<file path="config.mk">
export PLATFORM = sky130hd
export DESIGN_NAME = lcd_command_frame_parser
export DESIGN_NICKNAME = d
export VERILOG_FILES = /design/src/hw/rtl/lcfp_pkg.sv /design/src/hw/rtl/lcfp_front.sv /design/src/hw/rtl/lcfp_queue.sv /design/src/hw/rtl/lcfp_back.sv /design/src/hw/rtl/lcd_command_frame_parser.sv
export SDC_FILE = /design/constraint.sdc
export NUM_CORES = 1
export LEC_CHECK = 0
export ABC_AREA = 1
export BUFFER_PORTS_ARGS = -buffer_cell sky130_fd_sc_hd__buf_2
export CAP_MARGIN = 20
export CORE_ASPECT_RATIO = 1.25
export CORE_MARGIN = 2
export CORE_UTILIZATION = 50
export CTS_CLUSTER_SIZE = 14
export DETAILED_ROUTE_END_ITERATION = 8
export GPL_ROUTABILITY_DRIVEN = 1
export HOLD_SLACK_MARGIN = 0.05
export PLACE_DENSITY_LB_ADDON = 0.3
export SLEW_MARGIN = 15
export SYNTH_ARGS = -nofsm -noshare
export SYNTH_HDL_FRONTEND = slang
export SYNTH_SLANG_ARGS = --single-unit
</file>
<file path="constraint.sdc">
create_clock -name clk -period 7.4 [get_ports clk]
set_input_delay 0.37 -clock clk [delete_from_list [all_inputs] [get_ports clk]]
set_output_delay 0.37 -clock clk [all_outputs]
set_load 0.05 [all_outputs]
</file>
<file path="src/hw/rtl/lcfp_pkg.sv">
// ---------------------------------------------------------------------------
// lcfp_pkg
// Types and constants shared by the LCD command frame parser modules.
// ---------------------------------------------------------------------------
package lcfp_pkg;

  // One byte of the frame stream with the status of its fetch.
  typedef struct packed {
    logic [7:0] rx_byte;
    logic [1:0] fetch_status;
  } in_item_t;

  // One LCD command.
  typedef struct packed {
    logic [2:0] lcd_op;
    logic [7:0] arg_first;
    logic [7:0] arg_second;
    logic [7:0] arg_third;
  } lcd_cmd_t;

  // Parser phase.
  typedef enum logic [1:0] {
    PH_ID      = 2'd0,
    PH_SIZE    = 2'd1,
    PH_PAYLOAD = 2'd2
  } phase_t;

  // Frame ids.
  localparam logic [7:0] ID_CLEAR   = 8'h01;
  localparam logic [7:0] ID_HOME    = 8'h02;
  localparam logic [7:0] ID_CURSOR  = 8'h03;
  localparam logic [7:0] ID_CHAR    = 8'h04;
  localparam logic [7:0] ID_STRING  = 8'h05;
  localparam logic [7:0] ID_CONTROL = 8'h06;

  // Required frame sizes (id and size bytes included).
  localparam logic [7:0] SIZE_CLEAR   = 8'd2;
  localparam logic [7:0] SIZE_HOME    = 8'd2;
  localparam logic [7:0] SIZE_CURSOR  = 8'd4;
  localparam logic [7:0] SIZE_CHAR    = 8'd3;
  localparam logic [7:0] SIZE_CONTROL = 8'd5;
  localparam logic [7:0] SIZE_HEADER  = 8'd2;

  // Payload byte counts.
  localparam logic [7:0] LEN_CURSOR  = 8'd2;
  localparam logic [7:0] LEN_CHAR    = 8'd1;
  localparam logic [7:0] LEN_CONTROL = 8'd3;

  // Fetch status codes.
  localparam logic [1:0] ST_OK        = 2'd0;
  localparam logic [1:0] ST_ERR_VALUE = 2'd1;
  localparam logic [1:0] ST_ERR_EMPTY = 2'd2;

  // LCD operation codes.
  localparam logic [2:0] OP_CLEAR     = 3'd0;
  localparam logic [2:0] OP_HOME      = 3'd1;
  localparam logic [2:0] OP_CURSOR    = 3'd2;
  localparam logic [2:0] OP_CHAR      = 3'd3;
  localparam logic [2:0] OP_CONTROL   = 3'd4;
  localparam logic [2:0] OP_ERR_VALUE = 3'd5;
  localparam logic [2:0] OP_ERR_EMPTY = 3'd6;

endpackage

</file>
<file path="src/hw/rtl/lcfp_front.sv">
// ---------------------------------------------------------------------------
// lcfp_front
// Frame parser: takes one byte per transfer, tracks the frame phase and
// produces at most one LCD command per byte.
// ---------------------------------------------------------------------------
module lcfp_front (
  input  logic               clk,
  input  logic               rst_n,
  input  logic               accept,
  input  lcfp_pkg::in_item_t item,
  output logic               cmd_valid,
  output lcfp_pkg::lcd_cmd_t cmd
);

  lcfp_pkg::phase_t phase_r, phase_nxt;
  logic [7:0]       current_id_r, current_id_nxt;
  logic [7:0]       bytes_left_r, bytes_left_nxt;
  logic [1:0]       payload_index_r, payload_index_nxt;
  logic [7:0]       held_r   [2];
  logic [7:0]       held_nxt [2];
  logic [7:0]       bytes_left_dec;

  assign bytes_left_dec = (bytes_left_r != 8'd0) ? bytes_left_r - 8'd1 : 8'd0;

  always_comb begin
    phase_nxt         = phase_r;
    current_id_nxt    = current_id_r;
    bytes_left_nxt    = bytes_left_r;
    payload_index_nxt = payload_index_r;
    held_nxt[0]       = held_r[0];
    held_nxt[1]       = held_r[1];
    cmd_valid         = 1'b0;
    cmd               = '0;

    if (item.fetch_status != lcfp_pkg::ST_OK) begin
      // Abort the frame and report the fetch error.
      phase_nxt         = lcfp_pkg::PH_ID;
      bytes_left_nxt    = 8'd0;
      payload_index_nxt = 2'd0;
      cmd_valid         = 1'b1;
      priority if (item.fetch_status == lcfp_pkg::ST_ERR_VALUE) begin
        cmd.lcd_op = lcfp_pkg::OP_ERR_VALUE;
      end else if (item.fetch_status == lcfp_pkg::ST_ERR_EMPTY) begin
        cmd.lcd_op = lcfp_pkg::OP_ERR_EMPTY;
      end else begin
        cmd.lcd_op = lcfp_pkg::OP_CLEAR;
      end
    end else begin
      unique case (phase_r)
        lcfp_pkg::PH_SIZE: begin
          phase_nxt = lcfp_pkg::PH_ID;
          unique case (current_id_r)
            lcfp_pkg::ID_CLEAR: begin
              if (item.rx_byte == lcfp_pkg::SIZE_CLEAR) begin
                cmd_valid  = 1'b1;
                cmd.lcd_op = lcfp_pkg::OP_CLEAR;
              end
            end
            lcfp_pkg::ID_HOME: begin
              if (item.rx_byte == lcfp_pkg::SIZE_HOME) begin
                cmd_valid  = 1'b1;
                cmd.lcd_op = lcfp_pkg::OP_HOME;
              end
            end
            lcfp_pkg::ID_CURSOR: begin
              if (item.rx_byte == lcfp_pkg::SIZE_CURSOR) begin
                phase_nxt         = lcfp_pkg::PH_PAYLOAD;
                bytes_left_nxt    = lcfp_pkg::LEN_CURSOR;
                payload_index_nxt = 2'd0;
              end
            end
            lcfp_pkg::ID_CHAR: begin
              if (item.rx_byte == lcfp_pkg::SIZE_CHAR) begin
                phase_nxt         = lcfp_pkg::PH_PAYLOAD;
                bytes_left_nxt    = lcfp_pkg::LEN_CHAR;
                payload_index_nxt = 2'd0;
              end
            end
            lcfp_pkg::ID_STRING: begin
              if (item.rx_byte > lcfp_pkg::SIZE_HEADER) begin
                phase_nxt         = lcfp_pkg::PH_PAYLOAD;
                bytes_left_nxt    = item.rx_byte - lcfp_pkg::SIZE_HEADER;
                payload_index_nxt = 2'd0;
              end
            end
            lcfp_pkg::ID_CONTROL: begin
              if (item.rx_byte == lcfp_pkg::SIZE_CONTROL) begin
                phase_nxt         = lcfp_pkg::PH_PAYLOAD;
                bytes_left_nxt    = lcfp_pkg::LEN_CONTROL;
                payload_index_nxt = 2'd0;
              end
            end
            default: begin
              // Drop an unknown frame after its size byte.
            end
          endcase
        end

        lcfp_pkg::PH_PAYLOAD: begin
          bytes_left_nxt = bytes_left_dec;
          if (bytes_left_dec == 8'd0) begin
            phase_nxt = lcfp_pkg::PH_ID;
          end
          unique case (current_id_r)
            lcfp_pkg::ID_STRING,
            lcfp_pkg::ID_CHAR: begin
              cmd_valid     = 1'b1;
              cmd.lcd_op    = lcfp_pkg::OP_CHAR;
              cmd.arg_first = item.rx_byte;
            end
            lcfp_pkg::ID_CURSOR: begin
              if (payload_index_r == 2'd0) begin
                held_nxt[0]       = item.rx_byte;
                payload_index_nxt = 2'd1;
              end else begin
                cmd_valid      = 1'b1;
                cmd.lcd_op     = lcfp_pkg::OP_CURSOR;
                cmd.arg_first  = held_r[0];
                cmd.arg_second = item.rx_byte;
              end
            end
            lcfp_pkg::ID_CONTROL: begin
              if (payload_index_r < 2'd2) begin
                held_nxt[payload_index_r[0]] = item.rx_byte;
                payload_index_nxt            = payload_index_r + 2'd1;
              end else begin
                cmd_valid      = 1'b1;
                cmd.lcd_op     = lcfp_pkg::OP_CONTROL;
                cmd.arg_first  = held_r[0];
                cmd.arg_second = held_r[1];
                cmd.arg_third  = item.rx_byte;
              end
            end
            default: begin
              phase_nxt      = lcfp_pkg::PH_ID;
              bytes_left_nxt = 8'd0;
            end
          endcase
        end

        default: begin
          // Expecting an id byte.
          current_id_nxt = item.rx_byte;
          phase_nxt      = lcfp_pkg::PH_SIZE;
        end
      endcase
    end
  end

  always_ff @(posedge clk) begin
    if (!rst_n) begin
      phase_r         <= lcfp_pkg::PH_ID;
      current_id_r    <= 8'd0;
      bytes_left_r    <= 8'd0;
      payload_index_r <= 2'd0;
    end else if (accept) begin
      phase_r         <= phase_nxt;
      current_id_r    <= current_id_nxt;
      bytes_left_r    <= bytes_left_nxt;
      payload_index_r <= payload_index_nxt;
    end
  end

  always_ff @(posedge clk) begin
    if (accept) begin
      held_r[0] <= held_nxt[0];
      held_r[1] <= held_nxt[1];
    end
  end

endmodule

</file>
<file path="src/hw/rtl/lcfp_queue.sv">
// ---------------------------------------------------------------------------
// lcfp_queue
// Short command queue between the parser and the output stage.
// ---------------------------------------------------------------------------
module lcfp_queue #(
  parameter int DEPTH = 2
) (
  input  logic               clk,
  input  logic               rst_n,
  input  logic               push,
  input  lcfp_pkg::lcd_cmd_t push_data,
  input  logic               pop,
  output lcfp_pkg::lcd_cmd_t pop_data,
  output logic               full,
  output logic               empty
);

  localparam int PTR_W = (DEPTH > 1) ? $clog2(DEPTH) : 1;
  localparam int CNT_W = $clog2(DEPTH + 1);

  lcfp_pkg::lcd_cmd_t entry_r [DEPTH];
  logic [PTR_W-1:0]   wr_ptr_r, rd_ptr_r;
  logic [CNT_W-1:0]   count_r;

  function automatic logic [PTR_W-1:0] ptr_inc(input logic [PTR_W-1:0] ptr);
    return (ptr == PTR_W'(DEPTH - 1)) ? '0 : ptr + PTR_W'(1);
  endfunction

  assign full     = (count_r == CNT_W'(DEPTH));
  assign empty    = (count_r == '0);
  assign pop_data = entry_r[rd_ptr_r];

  always_ff @(posedge clk) begin
    if (!rst_n) begin
      wr_ptr_r <= '0;
      rd_ptr_r <= '0;
      count_r  <= '0;
    end else begin
      if (push) begin
        wr_ptr_r <= ptr_inc(wr_ptr_r);
      end
      if (pop) begin
        rd_ptr_r <= ptr_inc(rd_ptr_r);
      end
      count_r <= count_r + CNT_W'(push) - CNT_W'(pop);
    end
  end

  always_ff @(posedge clk) begin
    if (push) begin
      entry_r[wr_ptr_r] <= push_data;
    end
  end

endmodule

</file>
<file path="src/hw/rtl/lcfp_back.sv">
// ---------------------------------------------------------------------------
// lcfp_back
// Output stage: pulls commands from the queue into the output register and
// holds each one until it is taken.
// ---------------------------------------------------------------------------
module lcfp_back (
  input  logic               clk,
  input  logic               rst_n,
  input  logic               q_empty,
  input  lcfp_pkg::lcd_cmd_t q_data,
  output logic               q_pop,
  output logic               out_valid,
  input  logic               out_stall,
  output lcfp_pkg::lcd_cmd_t out_data
);

  logic               out_valid_r;
  lcfp_pkg::lcd_cmd_t out_data_r;

  // Refill when the register is empty or its command leaves this cycle.
  assign q_pop     = !q_empty && (!out_valid_r || !out_stall);
  assign out_valid = out_valid_r;
  assign out_data  = out_data_r;

  always_ff @(posedge clk) begin
    if (!rst_n) begin
      out_valid_r <= 1'b0;
    end else if (q_pop) begin
      out_valid_r <= 1'b1;
    end else if (!out_stall) begin
      out_valid_r <= 1'b0;
    end
  end

  always_ff @(posedge clk) begin
    if (q_pop) begin
      out_data_r <= q_data;
    end
  end

endmodule

</file>
<file path="src/hw/rtl/lcd_command_frame_parser.sv">
// ---------------------------------------------------------------------------
// lcd_command_frame_parser
// Parses a byte stream of LCD frames into LCD commands.
// ---------------------------------------------------------------------------
// Each frame is an id byte, a size byte and a payload; ids 1 to 6 are clear,
// home, set cursor, put char, put string and set display control. A frame
// whose size does not match its id consumes no payload, so the next byte is
// read as an id; put string gives one put char per payload byte; an unknown
// id is dropped after its size byte; a nonzero fetch status aborts the
// frame and emits a command (an error command for the two error codes).
// The block takes one byte per clock while in_stall is low: the parser
// updates its phase once per byte. A completed command is written into the
// command queue and then into the output register, which shows it. The
// input stalls only while the queue holds QUEUE_DEPTH commands, i.e. when
// the output side has been stalled long enough to fill it.
// ---------------------------------------------------------------------------
module lcd_command_frame_parser #(
  parameter int QUEUE_DEPTH = 2
) (
  input  logic               clk,
  input  logic               rst_n,
  // Byte stream
  input  logic               in_valid,
  output logic               in_stall,
  input  lcfp_pkg::in_item_t in_data,
  // LCD commands
  output logic               out_valid,
  input  logic               out_stall,
  output lcfp_pkg::lcd_cmd_t out_data
);

  logic               in_accept;
  logic               cmd_valid;
  lcfp_pkg::lcd_cmd_t cmd;
  logic               q_full;
  logic               q_empty;
  logic               q_pop;
  lcfp_pkg::lcd_cmd_t q_data;

  // Hold the byte stream only when the queue has no room for a command.
  assign in_stall  = q_full;
  assign in_accept = in_valid && !in_stall;

  // Front: classify each byte and build the command it completes.
  lcfp_front u_front (
    .clk       (clk),
    .rst_n     (rst_n),
    .accept    (in_accept),
    .item      (in_data),
    .cmd_valid (cmd_valid),
    .cmd       (cmd)
  );

  // Queue: decouple the parser from the output handshake.
  lcfp_queue #(
    .DEPTH (QUEUE_DEPTH)
  ) u_queue (
    .clk       (clk),
    .rst_n     (rst_n),
    .push      (in_accept && cmd_valid),
    .push_data (cmd),
    .pop       (q_pop),
    .pop_data  (q_data),
    .full      (q_full),
    .empty     (q_empty)
  );

  // Back: present commands and advance on each output transfer.
  lcfp_back u_back (
    .clk       (clk),
    .rst_n     (rst_n),
    .q_empty   (q_empty),
    .q_data    (q_data),
    .q_pop     (q_pop),
    .out_valid (out_valid),
    .out_stall (out_stall),
    .out_data  (out_data)
  );

  // The queue can never be full and empty at once.
  a_queue_consistent: assert property (@(posedge clk) disable iff (!rst_n)
    !(q_full && q_empty))
    else $error("command queue reports full and empty together");

  // A fetch error always queues a command.
  a_error_queued: assert property (@(posedge clk) disable iff (!rst_n)
    (in_accept && in_data.fetch_status != lcfp_pkg::ST_OK) |=> !q_empty)
    else $error("fetch error transfer did not queue a command");

  // A queued command moves into an empty output register at once.
  a_back_drains: assert property (@(posedge clk) disable iff (!rst_n)
    (!q_empty && !out_valid) |=> out_valid)
    else $error("output stage idle while commands wait");

endmodule
</file>
==> results_dict.tcl, run 1 <==
set metrics [dict create \
    cts_root_buf "clkbuf_16" \
    synth_commonest_cells "159 x nand2_1, 97 x edfxtp_1, 55 x nor2_1" \
    synthSimpleGateAreaFrac_pct 23.34 \
    endpoint_kind "register" \
    ys_async_sr_fraction_pct 0 \
    hold_buffers 0 \
    diodes 0 \
    final_nets 669 \
    setup_viol 0 \
    grt_antenna_before_repair 0 \
    p_leak_nw 2.652 \
    coreArea_mm2 0.01108 \
    drt_wl_total_mm 11.64 \
    synth-compound-area-share_pct 7.464 \
    ios 43 \
    worst_slew_pin_slew_ns 1.033 \
    viasPerCell 5.331 \
    dr_total_vias 4222 \
    grt_max_degree 30 \
    clk-insertion-delay-late_ns 0.41 \
    firstDrtPassIters 6 \
    synth_edf_count 97 \
    syn-mean-instance-area_um2 9.519 \
    critical_path.cell_chain "inv_1 > nand2_1 > nor2_1 > nand2_2 > inv_2 > nand2_2 > nand2_2 > o21ai_2 > nand3_2 > nand3_1 > inv_1" \
    cts_setup_buffers 0 \
    yosys-top-cells-area "edfxtp_1 51%, nand2_1 11%, dfxtp_1 8.8%, nand3_1 4.6%, nor2_1 3.6%" \
    synth_mux_area_share_pct 0 \
    grt-ovfl-total 0 \
    cp_slowest_cell "inv_1" \
    final.setup_skew_ns 0.005582 \
    grt_first_pass_wirelength_mm 19.12 \
    outcome "completed" \
    fp-row-count 43 \
    setup_tns_ns 0 \
    synth_xor_area_share_pct 0.9247 \
    clk_pin_slew_ns 0.06 \
    rsz0062_at_grt "false" \
    dpl-instance-area_mm2 0.005995 \
    synth.most_common_cell "nand2_1" \
    dp_hpwl_mm 8.194 \
    power_density_mw_per_mm2 370.4 \
    synth_cells 597 \
    max_stage_delay_ns 0.76 \
    grt_pass1_vias 4008 \
    yosysTopAreaCell "edfxtp_1" \
    die-area_mm2 0.01224 \
    cpMostUsedCell "nand2_2" \
    post-route-period-util_pct 38.34 \
    cts_buffer_depth 2 \
    cts.repair.resized 0 \
    synth-seq-cells 122 \
    area_growth_pct 15.85 \
    crit_required_ns 7.43 \
    htreeDepth 4 \
    grt_usage_pct 20.17 \
    final_cell_area_mm2 0.006584 \
    synthAdderAreaFrac_pct 2.422 \
    fp.dieW_um 99.36 \
    crit_path_start_kind "register" \
    slew_viol_final 0 \
    port_buffers 42 \
    timing_hold_violations_final 0 \
    critPathMaxFanout 27 \
    drt_iter0_markers 367 \
    fmax_ghz 0.3524 \
    synth_top_family_by_area "simple AND/OR/NAND/NOR gates" \
    peakVddDrop_uv 156.7 \
    avgRoutedWirePerCell_um 14.69 \
    synth-main-ff-cell "edfxtp_1" \
    drive_gt1_share_pct 16.44 \
    synthesis.area_mm2 0.005683 \
    maxCapViolCount 0 \
    slew-limit-headroom_pct 31.07 \
    start_util_pct 51.28 \
    ys_seq_area_share_pct 60.06 \
    ys_warn_count 0 \
    hold_path_class "primary input to register" \
    gp_congestion 0.9623 \
    critical_path_class "register to register" \
    synth_fp_nets 622 \
    drc 0 \
    crit_arrival_ns 2.87 \
    cts_num_sinks 122 \
    fin_crit_ns 2.837 \
    cts_buffers 17 \
    dieHeight_um 123.2 \
    cts_tree "yes" \
    yosys.area.top_type_share_pct 51.25 \
    ys_types 33 \
    drtAntennaViolNets 0 \
]
## per-layer routing
layer	routed length [µm]	share of wire [%]	track usage, %	vias to the layer above
met5	0	0	0	-
met3	475	4.1	4.409	31
met4	374	3.2	9.503	0
li1	-	-	-	2105
met2	5960	51	35.85	119
met1	4824	41	23.13	1967
## cell families (layout without fill, tap and decap cells)
family          after synthesis  after routing
fa+ha+maj                    11             11
compound gates               76             76
simple gates                303            303
buf+inv                      79            139
xor+xnor                      6              6
flops                       122            122
## layout make-up
class / count / area (µm²)
clock buffer: 17 / 425.4
clock inverter: 15 / 163.9
fill: 908 / 4499
inverter: 61 / 229.0
multi-input combinational: 396 / 1943
sequential: 122 / 3413
tap: 135 / 168.9
timing repair buffer: 46 / 240.2
## worst max-delay path: cells and delay by family, from the launching register on
kind / cells / cell delay [ns]
AOI/OAI and AO/OA: 1 / 0.08
buffers and inverters: 3 / 1.03
DFF: 1 / 0.33
and+or+nand+nor: 7 / 1.01
## state kept, by name, summed over array words and instances, names as in the netlist
name                     flops
u_queue.entry_r             54
u_back.out_data             27
u_front.held_r              16
u_front.bytes_left_r         8
u_front.current_id_r         8
u_front.payload_index_r      2
u_front.phase_r              2
u_queue.count_r              2
u_back.out_valid             1
u_queue.rd_ptr_r             1
u_queue.wr_ptr_r             1
## stage by stage
stage	utilization [%]	hold slack (ns)	power, mW	instances	setup slack [ns]
floorplan	-	0.4230	1.499	597	4.617
global placement	54.09	0.4342	1.636	760	4.713
detailed placement	54.09	0.4406	1.648	760	4.592
CTS	59.40	0.2340	2.456	792	4.580
global route	59.40	0.2416	2.550	792	4.273
finish	59.40	0.2429	2.439	792	4.563
## path summary, 6_finish.rpt
check                                                          start                              endpoint  slack (ns)  cells past startpoint
worst min register to register  u_front.current_id_r[4]$_SDFFE_PN0P_  u_front.current_id_r[4]$_SDFFE_PN0P_        0.44                      2
worst max register to register  u_front.current_id_r[0]$_SDFFE_PN0P_       u_queue.entry_r[1][9]$_DFFE_PP_        4.56                     11
worst min-delay path                                       out_stall         u_back.out_valid$_SDFFE_PN0P_        0.24                      3
worst max-delay path            u_front.current_id_r[0]$_SDFFE_PN0P_       u_queue.entry_r[1][9]$_DFFE_PP_        4.56                     11
## cell usage in the layout (no fill, tap or decap), types with 5 or more instances in the layout
cell and n:
nand2_1 159, edfxtp_1 97, inv_1 54, nor2_1 54
nand3_1 52, buf_2 42, a21oi_1 36, dfxtp_1 25
o21ai_0 20, clkbuf_16 17, ha_1 11, nor2_2 8
a22oi_1 8, nor3_1 8, nand2_2 6, inv_2 5
nand4_1 5, xor2_1 5, o22ai_1 5, inv_6 5
## power by group
part | internal, mW | total (mW) | leakage, nW | switching [mW]
clock network | 0.501 | 0.808 | 0.281 | 0.307
logic | 0.138 | 0.686 | 1.25 | 0.548
registers | 0.909 | 0.945 | 1.13 | 0.0359
(Power assumes the default switching activity.)
==> inputs of run 2 (changes only) <==
==> constraint.sdc (replaced) <==
create_clock -name clk -period 2.3 [get_ports clk]
set_input_delay 0.115 -clock clk [delete_from_list [all_inputs] [get_ports clk]]
set_output_delay 0.115 -clock clk [all_outputs]
set_load 0.05 [all_outputs]
==> results_dict.tcl, run 2 (synthesis gave the netlist of run 1 again) <==
set metrics [dict create \
    outcome "completed" \
    viasPerCell 5.367 \
    firstDrtPassIters 5 \
    reg2reg_slack_ns 0.10 \
    hold_path_class "primary input to register" \
    crit_start "u_front.current_id_r[1]$_SDFFE_PN0P_" \
    slew-limit-headroom_pct 40.05 \
    place_ws_ns 0.03369 \
    crit_end "u_queue.count_r[1]$_SDFF_PN0_" \
    drc 0 \
    final.setup_skew_ns 0.006120 \
    p_leak_nw 2.773 \
    clk_pin_slew_ns 0.05 \
    gp_congestion 0.9684 \
    drive_gt1_share_pct 20.88 \
    maxCapViolCount 0 \
    setup_ws_ns 0.1040 \
    critical_path_buf_inv_count 2 \
    cts_num_sinks 122 \
    drt_wl_total_mm 12.43 \
    peakVddDrop_uv 554.2 \
    htreeDepth 4 \
    dr_total_vias 4374 \
    grt_max_degree 30 \
    grt_usage_pct 20.94 \
    setup_tns_ns 0 \
    ios 43 \
    diodes 0 \
    fp.dieW_um 99.36 \
    r2r-end "u_queue.count_r[1]$_SDFF_PN0_" \
    fin_crit_ns 2.196 \
    final_common_cell "nand2_1" \
    worst_slew_pin_slew_ns 0.8982 \
    crit_required_ns 2.64 \
    post-route-period-util_pct 95.48 \
    grt_antenna_before_repair 0 \
    fmax_ghz 0.4554 \
    critical_path_class "register to register" \
    slew_viol_final 0 \
    cpMostUsedCell "nand2_2" \
    worst-path-stages 15 \
    fp-row-count 43 \
    critPathTopFamily "simple AND/OR/NAND/NOR gates" \
    r2r_cells 15 \
    drt_iter0_markers 273 \
    cts_tree "yes" \
    cts_buffer_depth 2 \
    final_nets 693 \
    crit_path_start_kind "register" \
    power_density_mw_per_mm2 1167 \
    regMostFlops "u_queue.entry_r" \
    max_stage_delay_ns 0.39 \
    final_cell_mix "155 x nand2_1, 97 x edfxtp_1, 52 x nand3_1" \
    cp_slowest_cell "dfxtp_1" \
    setup_viol 0 \
    endpoint_kind "register" \
    die-area_mm2 0.01224 \
    port_buffers 42 \
    grt_first_pass_wirelength_mm 19.81 \
    critPathMaxFanout 5 \
    avgRoutedWirePerCell_um 15.25 \
    timing.rr.start "u_front.current_id_r[1]$_SDFFE_PN0P_" \
    coreArea_mm2 0.01108 \
    timing_hold_violations_final 0 \
    start_util_pct 51.28 \
    dp_hpwl_mm 8.707 \
    clk-insertion-delay-late_ns 0.41 \
    area_growth_pct 20.01 \
    crit_arrival_ns 2.54 \
    cts_root_buf "clkbuf_16" \
    critical_path.cell_chain "nand2_2 > nor2_4 > nand2_2 > inv_2 > nand2_2 > nand2_2 > o21ai_2 > nand3_2 > nand2_2 > ha_1 > inv_1 > ha_1 > xor2_1 > o21ai_1 > a21oi_1" \
    grt-ovfl-total 0 \
    cts_buffers 17 \
    grt_pass1_vias 4154 \
    drtAntennaViolNets 0 \
    largest_reg_flops 54 \
    dieHeight_um 123.2 \
]
[run 2: cell count changes in the layout (fill, tap and decap cells not counted), sizes merged]
cell         change
bufinv           +1
clkinv           +3
buf             +23
inv              -5
dlygate4sd3      +1
[run 2: worst min-delay path by stage]
stage                     startpoint                               to  slack, ns  depth (start not counted)
after floorplan           in_data[4]  u_front.held_r[0][10]$_DFFE_PP_       0.21                          0
after global placement     out_stall    u_back.out_valid$_SDFFE_PN0P_       0.42                          3
after detailed placement   out_stall    u_back.out_valid$_SDFFE_PN0P_       0.42                          3
after CTS                 in_data[8]  u_front.held_r[0][14]$_DFFE_PP_       0.07                          2
after global routing      in_data[8]  u_front.held_r[0][14]$_DFFE_PP_       0.06                          2
final                     in_data[4]  u_front.held_r[0][10]$_DFFE_PP_       0.08                          2
[run 2: timing repair]
| action | 4_1_cts | 5_1_grt |
|---|---|---|
| setup endpoints to repair | 1 | 1 |
| hold endpoints to repair | 1 | 0 |
| hold buffers | 1 | 0 |
| buffers inserted | 0 | 2 |
| resized for setup | 3 | 13 |
| pin swaps | 0 | 4 |
[run 2: cell type report]
type | count | area [µm²]
Fill cell | 899 | 4263
Inverter | 61 | 231.5
Clock buffer | 17 | 425.4
Tap cell | 135 | 168.9
Clock inverter | 14 | 155.1
Timing Repair Buffer | 70 | 447.9
Multi-Input combinational cell | 396 | 1976
Sequential cell | 122 | 3416
[run 2: power breakdown]
group | internal, mW | leakage [nW] | switching [mW]
Combinational | 0.524 | 1.37 | 1.82
Clock | 1.68 | 0.275 | 0.911
Sequential | 2.92 | 1.13 | 0.112
[run 2: per-stage QoR]
stage	power, mW	cell area [µm²]	utilization [%]	hold slack [ns]	cells
3_5_place_dp	5.395	6185	55.80	0.4249	781
4_1_cts	7.987	6783	61.20	0.06558	813
3_3_place_gp	5.351	6185	55.80	0.4229	781
2_1_floorplan	4.829	5693	-	0.2139	597
6_report	7.960	6820	61.54	0.07812	815
5_1_grt	8.298	6820	61.54	0.06418	815
[run 2: metal layers]
| metal | wire length, µm | global-route usage, % | vias up |
|---|---|---|---|
| li1 | - | - | 2155 |
| met1 | 4789 | 22.77 | 2037 |
| met2 | 6535 | 37.63 | 141 |
| met3 | 585 | 5.653 | 41 |
| met4 | 515 | 10.27 | 0 |
| met5 | 0 | 0 | - |
